`src/rtl/core/fifo_page_replacement_top_assert.svh`:
```
// Assertion macros used by the page replacement controller RTL.
`ifndef FIFO_PAGE_REPLACEMENT_TOP_ASSERT_SVH
`define FIFO_PAGE_REPLACEMENT_TOP_ASSERT_SVH

// Same-cycle implication, checked at every rising edge outside reset.
`define FPR_ASSERT_IMP(lbl, ck, rs, ante, cons) \
  lbl: assert property (@(posedge ck) disable iff (rs) (ante) |-> (cons)) \
    else $error("page replacement check failed");

// Next-cycle implication, checked at every rising edge outside reset.
`define FPR_ASSERT_NXT(lbl, ck, rs, ante, cons) \
  lbl: assert property (@(posedge ck) disable iff (rs) (ante) |=> (cons)) \
    else $error("page replacement check failed");

`endif

```
`src/rtl/core/fpr_pkg.sv`:
```
package fpr_pkg;

  localparam int CNT_W = 4;
  localparam int OUT_PAGE_W = 16;
  localparam int IN_TDATA_W = 16;
  localparam int RES_W = 85;
  localparam int OUT_TDATA_W = 88;
  localparam logic [CNT_W-1:0] FRAME_COUNT_RESET = 4'd3;
  localparam logic [0:0] REG_FRAME_COUNT = 1'b0;

  typedef enum logic [2:0] {
    ST_IDLE = 3'b001,
    ST_SCAN = 3'b010,
    ST_DONE = 3'b100
  } state_t;

  typedef struct packed {
    logic             clear;
    logic [CNT_W-1:0] cap;
  } cfg_t;

  typedef struct packed {
    logic [31:0]           hit_total;
    logic [31:0]           fault_total;
    logic [2:0]            slot_written;
    logic [OUT_PAGE_W-1:0] evicted_page;
    logic                  evicted_valid;
    logic                  hit;
  } res_t;

endpackage

```
`src/rtl/core/fifo_page_replacement_top.sv`:
```
// Each word is accepted in ST_IDLE, searched in ST_SCAN and loaded into the output register from ST_DONE.
// One word is searched at a time; the search reads the frame memory one entry a cycle.
// The next word is taken while a finished result still waits on the output register.
// Reset (rst, synchronous, active high) empties all frames, clears both counts and sets
// frame_count to 3; the frame memory needs no clearing pass.
module fifo_page_replacement_top #(
  parameter int FRAMES = 8,
  parameter int PAGE_BITS = 16
) (
  input  logic        clk,
  input  logic        rst,
  input  logic        s_tvalid,
  output logic        s_tready,
  input  logic [15:0] s_tdata,  // [15:0] page_number
  output logic        m_tvalid,
  input  logic        m_tready,
  // [0] hit, [1] evicted_valid, [17:2] evicted_page, [20:18] slot_written,
  // [52:21] fault_total, [84:53] hit_total, [87:85] zero
  output logic [87:0] m_tdata,
  input  logic        psel,
  input  logic        penable,
  input  logic        pwrite,
  input  logic [2:0]  paddr,
  input  logic [31:0] pwdata,
  output logic [31:0] prdata,
  output logic        pready
);

  localparam int SW = (FRAMES > 1) ? $clog2(FRAMES) : 1;

  logic [fpr_pkg::CNT_W-1:0] frame_count;
  logic cfg_we;
  fpr_pkg::cfg_t cfg;
  fpr_pkg::res_t res;
  logic [PAGE_BITS+fpr_pkg::IN_TDATA_W-1:0] page_ext;
  logic mem_we;
  logic [SW-1:0] mem_waddr;
  logic [SW-1:0] mem_raddr;
  logic [PAGE_BITS-1:0] mem_wdata;
  logic [PAGE_BITS-1:0] mem_rdata;

  assign pready = 1'b1;
  assign cfg_we = psel && penable && pwrite && pready && (paddr[2] == fpr_pkg::REG_FRAME_COUNT);
  assign prdata = (paddr[2] == fpr_pkg::REG_FRAME_COUNT) ? {28'd0, frame_count} : 32'd0;

  always_ff @(posedge clk) begin
    if (rst) begin
      frame_count <= fpr_pkg::FRAME_COUNT_RESET;
    end else if (cfg_we) begin
      frame_count <= pwdata[fpr_pkg::CNT_W-1:0];
    end
  end

  always_comb begin
    cfg.clear = cfg_we;
    if (frame_count == '0) begin
      cfg.cap = 4'd1;
    end else if ({28'd0, frame_count} > 32'(FRAMES)) begin
      cfg.cap = 4'(FRAMES);
    end else begin
      cfg.cap = frame_count;
    end
  end

  assign page_ext = {{PAGE_BITS{1'b0}}, s_tdata};
  assign m_tdata = {3'b000, res};

  fpr_ctrl #(
    .FRAMES(FRAMES),
    .PAGE_BITS(PAGE_BITS)
  ) u_ctrl (
    .clk(clk),
    .rst(rst),
    .cfg(cfg),
    .s_valid(s_tvalid),
    .s_ready(s_tready),
    .s_page(page_ext[PAGE_BITS-1:0]),
    .m_valid(m_tvalid),
    .m_ready(m_tready),
    .m_res(res),
    .mem_we(mem_we),
    .mem_waddr(mem_waddr),
    .mem_wdata(mem_wdata),
    .mem_raddr(mem_raddr),
    .mem_rdata(mem_rdata)
  );

  fpr_frame_mem #(
    .DEPTH(FRAMES),
    .WIDTH(PAGE_BITS)
  ) u_mem (
    .clk(clk),
    .we(mem_we),
    .waddr(mem_waddr),
    .wdata(mem_wdata),
    .raddr(mem_raddr),
    .rdata(mem_rdata)
  );

endmodule

```
`src/rtl/core/fpr_frame_mem.sv`:
```
module fpr_frame_mem #(
  parameter int DEPTH = 8,
  parameter int WIDTH = 16,
  localparam int AW = (DEPTH > 1) ? $clog2(DEPTH) : 1
) (
  input  logic             clk,
  input  logic             we,
  input  logic [AW-1:0]    waddr,
  input  logic [WIDTH-1:0] wdata,
  input  logic [AW-1:0]    raddr,
  output logic [WIDTH-1:0] rdata
);

  logic [WIDTH-1:0] mem [DEPTH];

  always_ff @(posedge clk) begin
    if (we) begin
      mem[waddr] <= wdata;
    end
  end

  always_ff @(posedge clk) begin
    rdata <= mem[raddr];
  end

endmodule

```
`src/rtl/core/fpr_ctrl.sv`:
```
`include "fifo_page_replacement_top_assert.svh"

module fpr_ctrl #(
  parameter int FRAMES = 8,
  parameter int PAGE_BITS = 16,
  localparam int SW = (FRAMES > 1) ? $clog2(FRAMES) : 1
) (
  input  logic                 clk,
  input  logic                 rst,
  input  fpr_pkg::cfg_t        cfg,
  input  logic                 s_valid,
  output logic                 s_ready,
  input  logic [PAGE_BITS-1:0] s_page,
  output logic                 m_valid,
  input  logic                 m_ready,
  output fpr_pkg::res_t        m_res,
  output logic                 mem_we,
  output logic [SW-1:0]        mem_waddr,
  output logic [PAGE_BITS-1:0] mem_wdata,
  output logic [SW-1:0]        mem_raddr,
  input  logic [PAGE_BITS-1:0] mem_rdata
);

  function automatic logic [SW-1:0] to_addr(input logic [fpr_pkg::CNT_W-1:0] v);
    logic [SW+fpr_pkg::CNT_W-1:0] e;
    e = {{SW{1'b0}}, v};
    return e[SW-1:0];
  endfunction

  fpr_pkg::state_t state;
  logic [PAGE_BITS-1:0] page;
  logic [PAGE_BITS-1:0] victim;
  logic [fpr_pkg::CNT_W-1:0] idx;
  logic [fpr_pkg::CNT_W-1:0] rd_slot;
  logic rd_pend;
  logic found;
  logic [fpr_pkg::CNT_W-1:0] resident;
  logic [fpr_pkg::CNT_W-1:0] oldest_slot;
  logic [31:0] fault_counter;
  logic [31:0] hit_counter;

  logic full;
  logic load;
  logic [fpr_pkg::CNT_W-1:0] slot;
  logic [fpr_pkg::CNT_W-1:0] slot_inc;
  logic [31:0] fault_next;
  logic [31:0] hit_next;
  logic [PAGE_BITS+fpr_pkg::OUT_PAGE_W-1:0] victim_ext;
  fpr_pkg::res_t res_next;

  assign s_ready = (state == fpr_pkg::ST_IDLE);
  assign full = (resident >= cfg.cap);
  assign slot = full ? oldest_slot : resident;
  assign slot_inc = slot + 1'b1;
  assign load = (state == fpr_pkg::ST_DONE) && (!m_valid || m_ready);
  assign fault_next = (fault_counter == '1) ? fault_counter : fault_counter + 32'd1;
  assign hit_next = (hit_counter == '1) ? hit_counter : hit_counter + 32'd1;
  assign victim_ext = {{fpr_pkg::OUT_PAGE_W{1'b0}}, victim};

  assign mem_raddr = to_addr(idx);
  assign mem_we = load && !found;
  assign mem_waddr = to_addr(slot);
  assign mem_wdata = page;

  always_comb begin
    res_next.hit = found;
    res_next.evicted_valid = !found && full;
    res_next.evicted_page = (!found && full) ? victim_ext[fpr_pkg::OUT_PAGE_W-1:0] : '0;
    res_next.slot_written = found ? 3'd0 : slot[2:0];
    res_next.fault_total = found ? fault_counter : fault_next;
    res_next.hit_total = found ? hit_next : hit_counter;
  end

  always_ff @(posedge clk) begin
    if (rst) begin
      state <= fpr_pkg::ST_IDLE;
      rd_pend <= 1'b0;
      found <= 1'b0;
      idx <= '0;
      resident <= '0;
      oldest_slot <= '0;
      fault_counter <= '0;
      hit_counter <= '0;
      m_valid <= 1'b0;
    end else begin
      if (load) begin
        m_valid <= 1'b1;
      end else if (m_ready) begin
        m_valid <= 1'b0;
      end
      if (cfg.clear) begin
        resident <= '0;
        oldest_slot <= '0;
      end
      unique case (state)
        fpr_pkg::ST_IDLE: begin
          if (s_valid) begin
            state <= fpr_pkg::ST_SCAN;
            idx <= '0;
            rd_pend <= 1'b0;
            found <= 1'b0;
          end
        end
        fpr_pkg::ST_SCAN: begin
          if (rd_pend && (mem_rdata == page)) begin
            found <= 1'b1;
          end
          if (idx < resident) begin
            rd_pend <= 1'b1;
            idx <= idx + 1'b1;
          end else begin
            rd_pend <= 1'b0;
            state <= fpr_pkg::ST_DONE;
          end
        end
        fpr_pkg::ST_DONE: begin
          if (load) begin
            state <= fpr_pkg::ST_IDLE;
            if (found) begin
              hit_counter <= hit_next;
            end else begin
              fault_counter <= fault_next;
              if (full) begin
                oldest_slot <= (slot_inc == cfg.cap) ? '0 : slot_inc;
              end else begin
                resident <= resident + 1'b1;
              end
            end
          end
        end
        default: begin
          state <= fpr_pkg::ST_IDLE;
        end
      endcase
    end
  end

  always_ff @(posedge clk) begin
    if (s_valid && s_ready) begin
      page <= s_page;
    end
    if (state == fpr_pkg::ST_SCAN) begin
      rd_slot <= idx;
      if (rd_pend && (rd_slot == oldest_slot)) begin
        victim <= mem_rdata;
      end
    end
    if (load) begin
      m_res <= res_next;
    end
  end

  `FPR_ASSERT_IMP(a_resident_le_cap, clk, rst, 1'b1, resident <= cfg.cap)
  `FPR_ASSERT_IMP(a_oldest_in_range, clk, rst, 1'b1, (oldest_slot < cfg.cap) || (oldest_slot == '0))
  `FPR_ASSERT_NXT(a_accept_starts_scan, clk, rst, s_valid && s_ready, state == fpr_pkg::ST_SCAN)
  `FPR_ASSERT_IMP(a_hit_no_fill, clk, rst, m_valid && m_res.hit, !m_res.evicted_valid && (m_res.slot_written == 3'd0))

endmodule

```
`config.mk`:
```
export PLATFORM = sky130hd
export DESIGN_NAME = fifo_page_replacement_top
export DESIGN_NICKNAME = d
export VERILOG_FILES = /design/src/rtl/core/fpr_pkg.sv /design/src/rtl/core/fifo_page_replacement_top.sv /design/src/rtl/core/fpr_frame_mem.sv /design/src/rtl/core/fpr_ctrl.sv
export VERILOG_INCLUDE_DIRS = /design/src /design/src/rtl/core
export SDC_FILE = /design/constraint.sdc
export NUM_CORES = 1
export LEC_CHECK = 0
export ABC_AREA = 1
export BUFFER_PORTS_ARGS = -buffer_cell sky130_fd_sc_hd__buf_2
export CORE_ASPECT_RATIO = 1.4
export CORE_MARGIN = 1
export CORE_UTILIZATION = 51
export CTS_CLUSTER_SIZE = 14
export DETAILED_ROUTE_END_ITERATION = 10
export PLACE_DENSITY = 0.71
export SLEW_MARGIN = 20
export SYNTH_ARGS = -nofsm -noshare
export SYNTH_HDL_FRONTEND = slang
export SYNTH_HIERARCHICAL = 1
export SYNTH_SLANG_ARGS = --single-unit
export TNS_END_PERCENT = 5
```
`constraint.sdc`:
```
create_clock -name clk -period 11.6 [get_ports clk]
set_input_delay 0 -clock clk [delete_from_list [all_inputs] [get_ports clk]]
set_output_delay 0 -clock clk [all_outputs]
set_load 0.005 [all_outputs]
```
## Word-level counts from Yosys, hierarchy flattened

Memory sizes are Yosys's and may differ from the RTL's. A register that Yosys moved wholly into a read port is not among the register bits.
Cells that the tools add are included.

| operators by class | value |
|---|---|
| equal/unequal tests | 13 |
| $add $sub $neg | 5 |
| mux-type cells | 35 |
| order comparisons | 3 |
| reductions and logical operators | 21 |
| bitwise logic cells | 1 |

Operators with widths:

| cell | number |
|---|---|
| $mux 32 | 4 |
| $mux 4 | 17 |
| $add 32x1->32 const B | 2 |
| $eq 32x32->1 const B | 2 |
| $eq 16x16->1 | 1 |
| $add 4x1->4 const B | 3 |
| $logic_and 1x1->1 | 9 |
| $mux 3 | 3 |
| $pmux 3 s3 | 1 |
| $reduce_and 3->1 | 3 |
| $eq 4x4->1 | 2 |
| $pmux 4 s2 | 1 |
| $mux 1 | 7 |
| $ne 2x1->1 const B | 3 |
| $reduce_and 2->1 | 3 |
| $ge 4x4->1 | 1 |
| $gt 4x4->1 const B | 1 |
| $logic_not 4->1 | 1 |
| $lt 4x4->1 | 1 |
| $ne 2x2->1 const B | 2 |
| $pmux 1 s2 | 2 |
| $reduce_bool 2->1 | 2 |
| $eq 3x1->1 const B | 1 |
| $eq 3x2->1 const B | 1 |
| 4 further kinds | 5 |

| word-level totals | value |
|---|---|
| memories | 1 |
| register bits | 207 |
| bits of input ports | 58 |
| memory bits (writable) | 128 |
| word-level logic and storage cells | 98 |
| output and inout port bits | 123 |

Memories:

| memory | words | bits a word | read ports | clocked after memory_dff | wr ports | RTL line | source |
|---|---|---|---|---|---|---|---|
| u_mem.mem | 8 | 16 | 1 | 1 | 1 | fpr_frame_mem.sv:14 | `logic [WIDTH-1:0] mem [DEPTH];` |

## Depth between registers and ports, before layout

Gate-level depths: netlist of the first run.

| logic depth | value |
|---|---|
| word-level depth | 12 |
| mapped depth | 20 |
| mapped depth without buffers | 20 |

## Modules after synthesis

Netlist of the first run, hierarchy kept.

Modules (own cells, without submodules):

| module | cells an instance | area an instance (sq um) | sequential area each (sq um) | times used |
|---|---|---|---|---|
| fpr_ctrl | 1,263 | 10,380.0 | 5,275.1 | 1 |
| fpr_frame_mem | 587 | 5,989.5 | 4,164.0 | 1 |
| fifo_page_replacement_top | 76 | 486.7 | 80.1 | 1 |

## Worst setup path after synthesis of the first run

No wires, ideal clock.

| timing path | value |
|---|---|
| path kind | register to register |
| from | register u_ctrl.state[2] |
| to | register u_ctrl.fault_counter[17] |
| arrival | 3.711 ns |
| cell stages (with the launch flop) | 9 |
| slack | 7.776 ns |
| buffers on the path | 1 |
| required time | 11.486 ns |
| setup time | 0.114 ns |
| clock period less this slack | 3.824 ns |
| path through | dfxtp_1 inv_2 nor3_2 inv_2 nor2_2 buf_1 o211ai_1 nand2_1 inv_1 |

| between the ends | value |
|---|---|
| word-level cells in the longest chain between the ends | 3 |

Ends and longest elaborated chain:

| element | RTL line | source |
|---|---|---|
| start, declared | fpr_ctrl.sv:30 | `fpr_pkg::state_t state;` |
| start signal, assigned | fpr_ctrl.sv:76 | `state <= fpr_pkg::ST_IDLE;` |
| start signal, assigned | fpr_ctrl.sv:98 | `state <= fpr_pkg::ST_SCAN;` |
| start signal, assigned | fpr_ctrl.sv:113 | `state <= fpr_pkg::ST_DONE;` |
| $eq 3x3->1 | fpr_ctrl.sv:55 | `assign load = (state == fpr_pkg::ST_DONE) && (!m_valid \|\| m_ready);` |
| $logic_and 1x1->1 | fpr_ctrl.sv:55 |  |
| named net u_ctrl.load | fpr_ctrl.sv:43 | `logic load;` |
| $reduce_and 2->1 (no source line) | -- |  |
| end signal, assigned | fpr_ctrl.sv:122 | `fault_counter <= fault_next;` |
| end, declared | fpr_ctrl.sv:39 | `logic [31:0] fault_counter;` |

The timed path passes the listed nets, and every way through them passes these cells.
A chain may end at the register's enable or synchronous reset.

## Final worst setup path of the first run

| timing path | value |
|---|---|
| from | register frame_count[3] in the netlist's numbering |
| to | memory u_mem.mem[5][3] (enable) |

| between the ends | value |
|---|---|
| word-level cells in the longest chain between the ends | 5 |
| elaborated cells on any way between the ends | 6 |
| classes of those cells | 2 x order compare; 3 x mux; 1 x reduce/logical |

Ends and longest elaborated chain:

| element | RTL line | source |
|---|---|---|
| start, declared | fifo_page_replacement_top.sv:31 | `logic [fpr_pkg::CNT_W-1:0] frame_count;` |
| start signal, assigned | fifo_page_replacement_top.sv:48 | `frame_count <= fpr_pkg::FRAME_COUNT_RESET;` |
| start signal, assigned | fifo_page_replacement_top.sv:50 | `frame_count <= pwdata[fpr_pkg::CNT_W-1:0];` |
| $gt 4x4->1 | fifo_page_replacement_top.sv:58 | `end else if ({28'd0, frame_count} > 32'(FRAMES)) begin` |
| $mux 4 | fifo_page_replacement_top.sv:58 |  |
| $mux 4 (*) | fifo_page_replacement_top.sv:56 | `if (frame_count == '0) begin` |
| $ge 4x4->1 (*) | fpr_ctrl.sv:52 | `assign full = (resident >= cfg.cap);` |
| $mux 4 (*) | fpr_ctrl.sv:53 | `assign slot = full ? oldest_slot : resident;` |
| named net mem_waddr[1] | fifo_page_replacement_top.sv:37 | `logic [SW-1:0] mem_waddr;` |
| end, declared | fpr_frame_mem.sv:14 |  |

The timed path passes the listed nets; every way through them passes the cells marked *.

==> impl_metrics.csv, run 1 <==
group,metric,value,unit
status,outcome,"finished, final reports clean",
job,max-cap-violations,0,
timing,min_period,3.47,ns
route,avgViaCountPerCell,5.09,
clock_tree,cts_buffers,35,
grt,grt_max_degree,86,
setup_path,cp-start-kind,"register",
final_layout,stdcell_area,0.0191,mm2
clock_tree,root_buffer,"clkbuf_16",
final_layout,final_layout_size_suffix_gt1_share,12.4,%
yosys,netlist_area,0.0169,mm2
floorplanning,die_area,0.0338,mm2
yosys,synth_common_cells,"nand2_1, inv_1, edfxtp_1",
power,leakagePower,0.00825,uW
floorplanning,coreArea,0.0325,mm2
power,cellPowerDensity,133,mW/mm2
floorplanning,die_w,156,um
route,finalWirelength,38200,um
yosys,yosysWarningCount,6,
route,drc,0,
yosys,yosys_register_bits,351,
clock_tree,cts_buffer_depth,3,
yosys,yosysSeqAreaShare,56.5,%
timing,finalCritPeriodShare,29.9,%
grt,grtUsageTotal,23.0,%
yosys,synth-edff-count,249,
placed_design,place_congestion,0.920,
yosys,yosys.cell_types.count,44,
placed_design,placed_area,0.0176,mm2
route,num_vias,12900,
yosys,async_reset_ff_share,0,%
clock_tree,htreeDepth,2,
timing,slew_headroom,28.4,%
floorplanning,ios,181,
timing,finalSetupTns,0,ns
grt,grt_pass1_vias,12100,
grt,grt_pass1_wl,60900,um
clock_tree,clkLatencyLatePin,0.55,ns
timing,tightest_slew,1.07,ns
timing,slew_violations,0,
route,dr.pass1.iters,5,
worst_hold_path,hp-class,"in2reg",
yosys,syn_area_per_cell,8.75,um2
setup_path,cp.required,11.82,ns
clock_tree,cts_tree,"done",
setup_path,cp_max_fo,9,
clock_tree,cts_resized,0,
timing,hold_violations,0,
clock_tree,clk_pin_slew_worst_paths,0.06,ns
floorplanning,initial_utilization,51.9,%
yosys,synthTopCellsByArea,"edfxtp_1, dfxtp_1, nand2_1, inv_1, nand3_1",
clock_tree,cts.sinks,351,
placed_design,port_buffers,118,
setup_path,cp.arrival,3.69,ns
final_layout,nNetsFinal,2128,
placed_design,dp_hpwl,25200,um
timing,grt_setup_unrepaired,"no",
setup_path,end_kind,"register",
yosys,yosysMostFrequentCell,"nand2_1",
yosys,synth_top_area_share,44.4,%
final_layout,n_antenna_cell,0,
route,drtIter0Drc,686,
route,detail-route-antenna-nets,0,
route,wl_per_cell,15.1,um
power,ir_drop,0.142,mV
setup_path,path_class,"reg2reg",
floorplanning,die_y,217,um
yosys,synthFlopType,"edfxtp_1",
grt,antenna_found_initial,0,
yosys,yosysTopAreaCell,"edfxtp_1",
final_layout,area_growth,13.2,%
timing,finalClockSkew,0.0298,ns
timing,fmax,0.289,GHz
floorplanning,num_rows,78,
timing,finalSetupViolations,0,
grt,overflow,0,
yosys,synthCells,1926,
[layer usage]
layer  GRT usage, %  part of all wire (%)  up-vias
met5              0                     0        -
met4           10.9                   3.8        0
met3           3.41                   4.7       92
met2           41.5                    51      356
met1           26.6                    40     5969
li1               -                     -     6439
[final timing paths]
check            startpoint                     to  slack (ns)  cells after the start
max          frame_count[3]        u_mem/mem[5][3]        8.13                     10
min reg2reg  u_mem/rdata[2]       u_ctrl/victim[2]        0.43                      0
min                    psel  u_ctrl/oldest_slot[0]        0.07                      6
max reg2reg  frame_count[3]        u_mem/mem[5][3]        8.13                     10
[stage by stage]
stage | setup slack, ns | total power (uW) | hold WS (ns) | instances | utilization [%]
3_5_place_dp | 8.12 | 1440 | 0.178 | 2431 | 54.3
6_report | 8.13 | 2530 | 0.0692 | 2525 | 58.7
3_3_place_gp | 8.19 | 1440 | 0.177 | 2431 | 54.3
4_1_cts | 8.10 | 2560 | 0.0340 | 2525 | 58.7
2_1_floorplan | 7.78 | 1420 | 0.0311 | 1956 | -
5_1_grt | 7.92 | 2620 | 0.107 | 2525 | 58.7
[kinds of logic (layout without fill, tap and decap cells)]
logic type | count (synthesis) | in the layout | synth area share (%)
AND/OR/NAND/NOR | 813 | 813 | 20.6
buffers and inverters | 454 | 583 | 11.6
flip-flops | 351 | 351 | 56.5
AO/OA/AOI/OAI | 258 | 258 | 8.49
XOR/XNOR | 36 | 36 | 1.87
adder cells (fa/ha/maj) | 12 | 12 | 0.891
other | 2 | 32 | 0.0446
[layout by cell type, fill, tap and decap left out, types with 15 or more instances in the layout]
cell type      instances
nand3_1              153
nor2_1               105
clkbuf_16             36
xor2_1                33
buf_4                 18
conb_1                32
o21ai_1              115
nor3_1                25
dfxtp_1              100
dlygate4sd3_1         30
nand2_1              471
inv_2                 15
buf_2                118
o21ai_0               20
o21ai_2               21
a21oi_1               80
inv_1                334
nand4_1               17
edfxtp_1             249
[registers in the layout (all words and copies together) (netlist names)]
register	cells
u_ctrl/rd_pend	1
u_ctrl/m_res	85
u_ctrl/m_valid	1
u_ctrl/resident	4
u_ctrl/victim	16
u_ctrl/found	1
u_mem/rdata	16
frame_count	4
u_ctrl/hit_counter	32
u_ctrl/mem_wdata	16
u_ctrl/state	3
u_ctrl/idx	4
u_ctrl/fault_counter	32
u_mem/mem	128
u_ctrl/rd_slot	4
u_ctrl/oldest_slot	4
[layout make-up]
class                      count  area (um2)
sequential                   351        9520
fill                        2836       13400
inverter                     353        1330
clock inverter                14         163
timing repair buffer         166        1030
tap                          440         551
multi-input combinational   1151        5510
clock buffer                  50         973
[report_power, final]
group          internal (uW)  switching [uW]  total, uW
Clock                    638             474       1110
Combinational           20.7            36.0       56.7
Sequential              1350            14.7       1360
[worst max-delay path, cell delays in order (launching register included)]
cell and delay [ns]:
dfxtp_1 0.45, inv_1 0.10, ha_1 0.32, a21oi_2 0.30
nand3_2 0.26, nand2_1 0.14, nand2_1 0.19, inv_1 0.13
nand2_1 0.08, nor2_1 0.81, buf_4 0.37
[what timing repair did]
action | CTS | global route
setup buffers | 0 | 0
hold buffers | 30 | 0
endpoints found under the hold margin | 23 | 0
setup endpoints to repair | 0 | 0
Note: power is estimated with default switching activity, not from simulation.
==> run 2, diff against run 1 <==
- clock period: 11.6 -> 3.27 ns (I/O delays scaled with it)
==> impl_metrics.csv, run 2 (synthesis results as in run 1) <==
group,metric,value,unit
grt,grtUsageTotal,22.8,%
setup_path,path_depth,13,
timing,slew_headroom,37.3,%
placed_design,port_buffers,118,
clock_tree,cts_tree,"done",
worst_hold_path,hp-class,"in2reg",
power,p_clk_share,44.2,%
power,leakagePower,0.00829,uW
route,finalWirelength,38100,um
setup_path,path_class,"reg2reg",
route,detail-route-antenna-nets,0,
clock_tree,clk_pin_slew_worst_paths,0.06,ns
clock_tree,cts_buffers,35,
final_layout,final_cell_mix,"nand2_1, inv_1, edfxtp_1",
timing,hold_violations,0,
power,switchingPower,1840,uW
final_layout,n_antenna_cell,0,
clock_tree,post_cts_buffers,0,
route,num_vias,12800,
final_layout,final_layout_size_suffix_gt1_share,12.7,%
route,drtIter0Drc,712,
setup_path,endpoint,"u_ctrl/oldest_slot[3]",
floorplanning,die_w,156,um
status,outcome,"finished, final reports clean",
setup_path,reg2reg_to,"u_ctrl/oldest_slot[3]",
final_layout,largest_register_ffs,128,
route,avgViaCountPerCell,5.06,
final_layout,top_regs,"u_mem/mem x128, u_ctrl/m_res x85",
grt,grt_max_degree,95,
route,wl_per_cell,15.1,um
timing,finalSetupTns,0,ns
clock_tree,root_buffer,"clkbuf_16",
clock_tree,cts_hold_buf,31,
timing,slew_violations,0,
grt,grt_pass1_wl,60600,um
power,seqPwrFrac,53.5,%
final_layout,final_common_cell,"nand2_1",
grt,grt_pass1_vias,12200,
placed_design,dp_hpwl,25400,um
timing,fmax,0.347,GHz
power,swShare,20.3,%
floorplanning,ios,181,
job,max-cap-violations,0,
setup_path,reg2reg_slack,0.39,ns
clock_tree,cts.sinks,351,
power,ir_drop,0.406,mV
setup_path,reg2reg_depth,13,
final_layout,fillers,2858,
setup_path,cpPeakStageDelay,0.44,ns
timing,min_period,2.88,ns
power,p_int,7200,uW
final_layout,regMostFlops,"u_mem/mem",
setup_path,reg2reg_from,"frame_count[3]",
setup_path,worst-path-buf-inv,1,
setup_path,cp.arrival,3.26,ns
power,power_frac_comb,2.2,%
power,cellPowerDensity,472,mW/mm2
setup_path,critical-path-top-delay-family,"simple AND/OR/NAND/NOR gates",
floorplanning,num_rows,78,
grt,overflow,0,
clock_tree,cts_buffer_depth,3,
setup_path,end_kind,"register",
setup_path,cp.required,3.64,ns
setup_path,cp_max_fo,9,
placed_design,place_congestion,0.938,
timing,finalClockSkew,0.0122,ns
grt,antenna_found_initial,0,
final_layout,area_growth,13.6,%
clock_tree,clkLatencyLatePin,0.53,ns
timing,grt_setup_unrepaired,"no",
route,drc,0,
setup_path,crit_path_frequent_cell,"nand2_1",
floorplanning,die_area,0.0338,mm2
clock_tree,htreeDepth,2,
timing,finalCritPeriodShare,88.1,%
setup_path,cp-start-kind,"register",
route,dr.pass1.iters,6,
floorplanning,die_y,217,um
power,finalPower,9040,uW
timing,finalSetupViolations,0,
setup_path,path_cells,"inv_1 > ha_1 > a21oi_2 > nand3_2 > nand2_1 > nand2_1 > ha_1 > xnor2_1 > nand3_1 > nor2_1 > nand3_1 > nand2_1 > a21oi_1",
clock_tree,cts_resized,0,
setup_path,slowest_stage,"dfxtp_1",
final_layout,nNetsFinal,2132,
timing,tightest_slew,0.941,ns
setup_path,crit_start,"frame_count[3]",
floorplanning,coreArea,0.0325,mm2
floorplanning,initial_utilization,51.9,%
run 2: cell count changes in the layout (fill, tap and decap cells not counted), moves of 2 or more:
cell / change
buf_12: +3
clkbuf_1: -3
clkbuf_8: +3
clkinv_1: -2
clkinv_4: -2
clkinvlp_4: +2
inv_6: +2
run 2: layer usage:
metal | wire, um | up-vias | GRT usage, %
li1 | - | 6436 | -
met3 | 1880 | 94 | 3.50
met1 | 15100 | 5923 | 26.1
met4 | 1560 | 0 | 10.8
met5 | 0 | - | 0
met2 | 19600 | 349 | 41.4
run 2: worst register-to-register path, delay by kind of cell (launching register included):
family          cells  cell delay [ns]
buf+inv             1             0.10
compound gates      2             0.37
flops               1             0.44
simple gates        7             1.01
xor+xnor            1             0.15
fa+ha+maj           2             0.68
run 2: through the flow:
step / utilization, % / cell area, um2 / hold WS, ns / instances / setup WS [ns]
6_report: 58.9 / 19100 / 0.0289 / 2528 / 0.388
5_1_grt: 58.9 / 19100 / 0.0640 / 2528 / 0.0103
4_1_cts: 58.9 / 19100 / 0.00240 / 2528 / 0.391
3_5_place_dp: 54.4 / 17700 / 0.178 / 2434 / 0.400
3_3_place_gp: 54.4 / 17700 / 0.176 / 2434 / 0.446
2_1_floorplan: - / 17000 / 0.0311 / 1956 / 0.476
run 2: worst min path at each step:
stage                     slack (ns)                   end  depth (start not counted)         from
after floorplan                 0.03             prdata[0]                          1     paddr[2]
after global placement          0.18  u_ctrl/mem_wdata[15]                          1  s_tdata[15]
after detailed placement        0.18   u_ctrl/mem_wdata[7]                          1   s_tdata[7]
after CTS                      0.002       u_ctrl/state[2]                          2          rst
after global routing            0.06       u_ctrl/state[1]                          2          rst
final                           0.03       u_ctrl/state[2]                          2          rst
run 2: power by group through the flow:
stage	sequential, uW	combinational, uW	clock (uW)
2_1_floorplan	4910	140	0
3_3_place_gp	4930	174	0
3_5_place_dp	4940	178	0
4_1_cts	4840	202	4100
5_1_grt	4840	227	4260
6_report	4840	203	4000
run 2: cell type report:
class                           count  area [um2]  share of cell area [%]
Sequential cell                   351        9520                    49.7
Multi-Input combinational cell   1151        5510                    28.8
Inverter                          353        1330                    6.94
Timing Repair Buffer              170        1100                    5.73
Clock buffer                       49         978                    5.11
Tap cell                          440         551                    2.88
Clock inverter                     14         159                   0.830
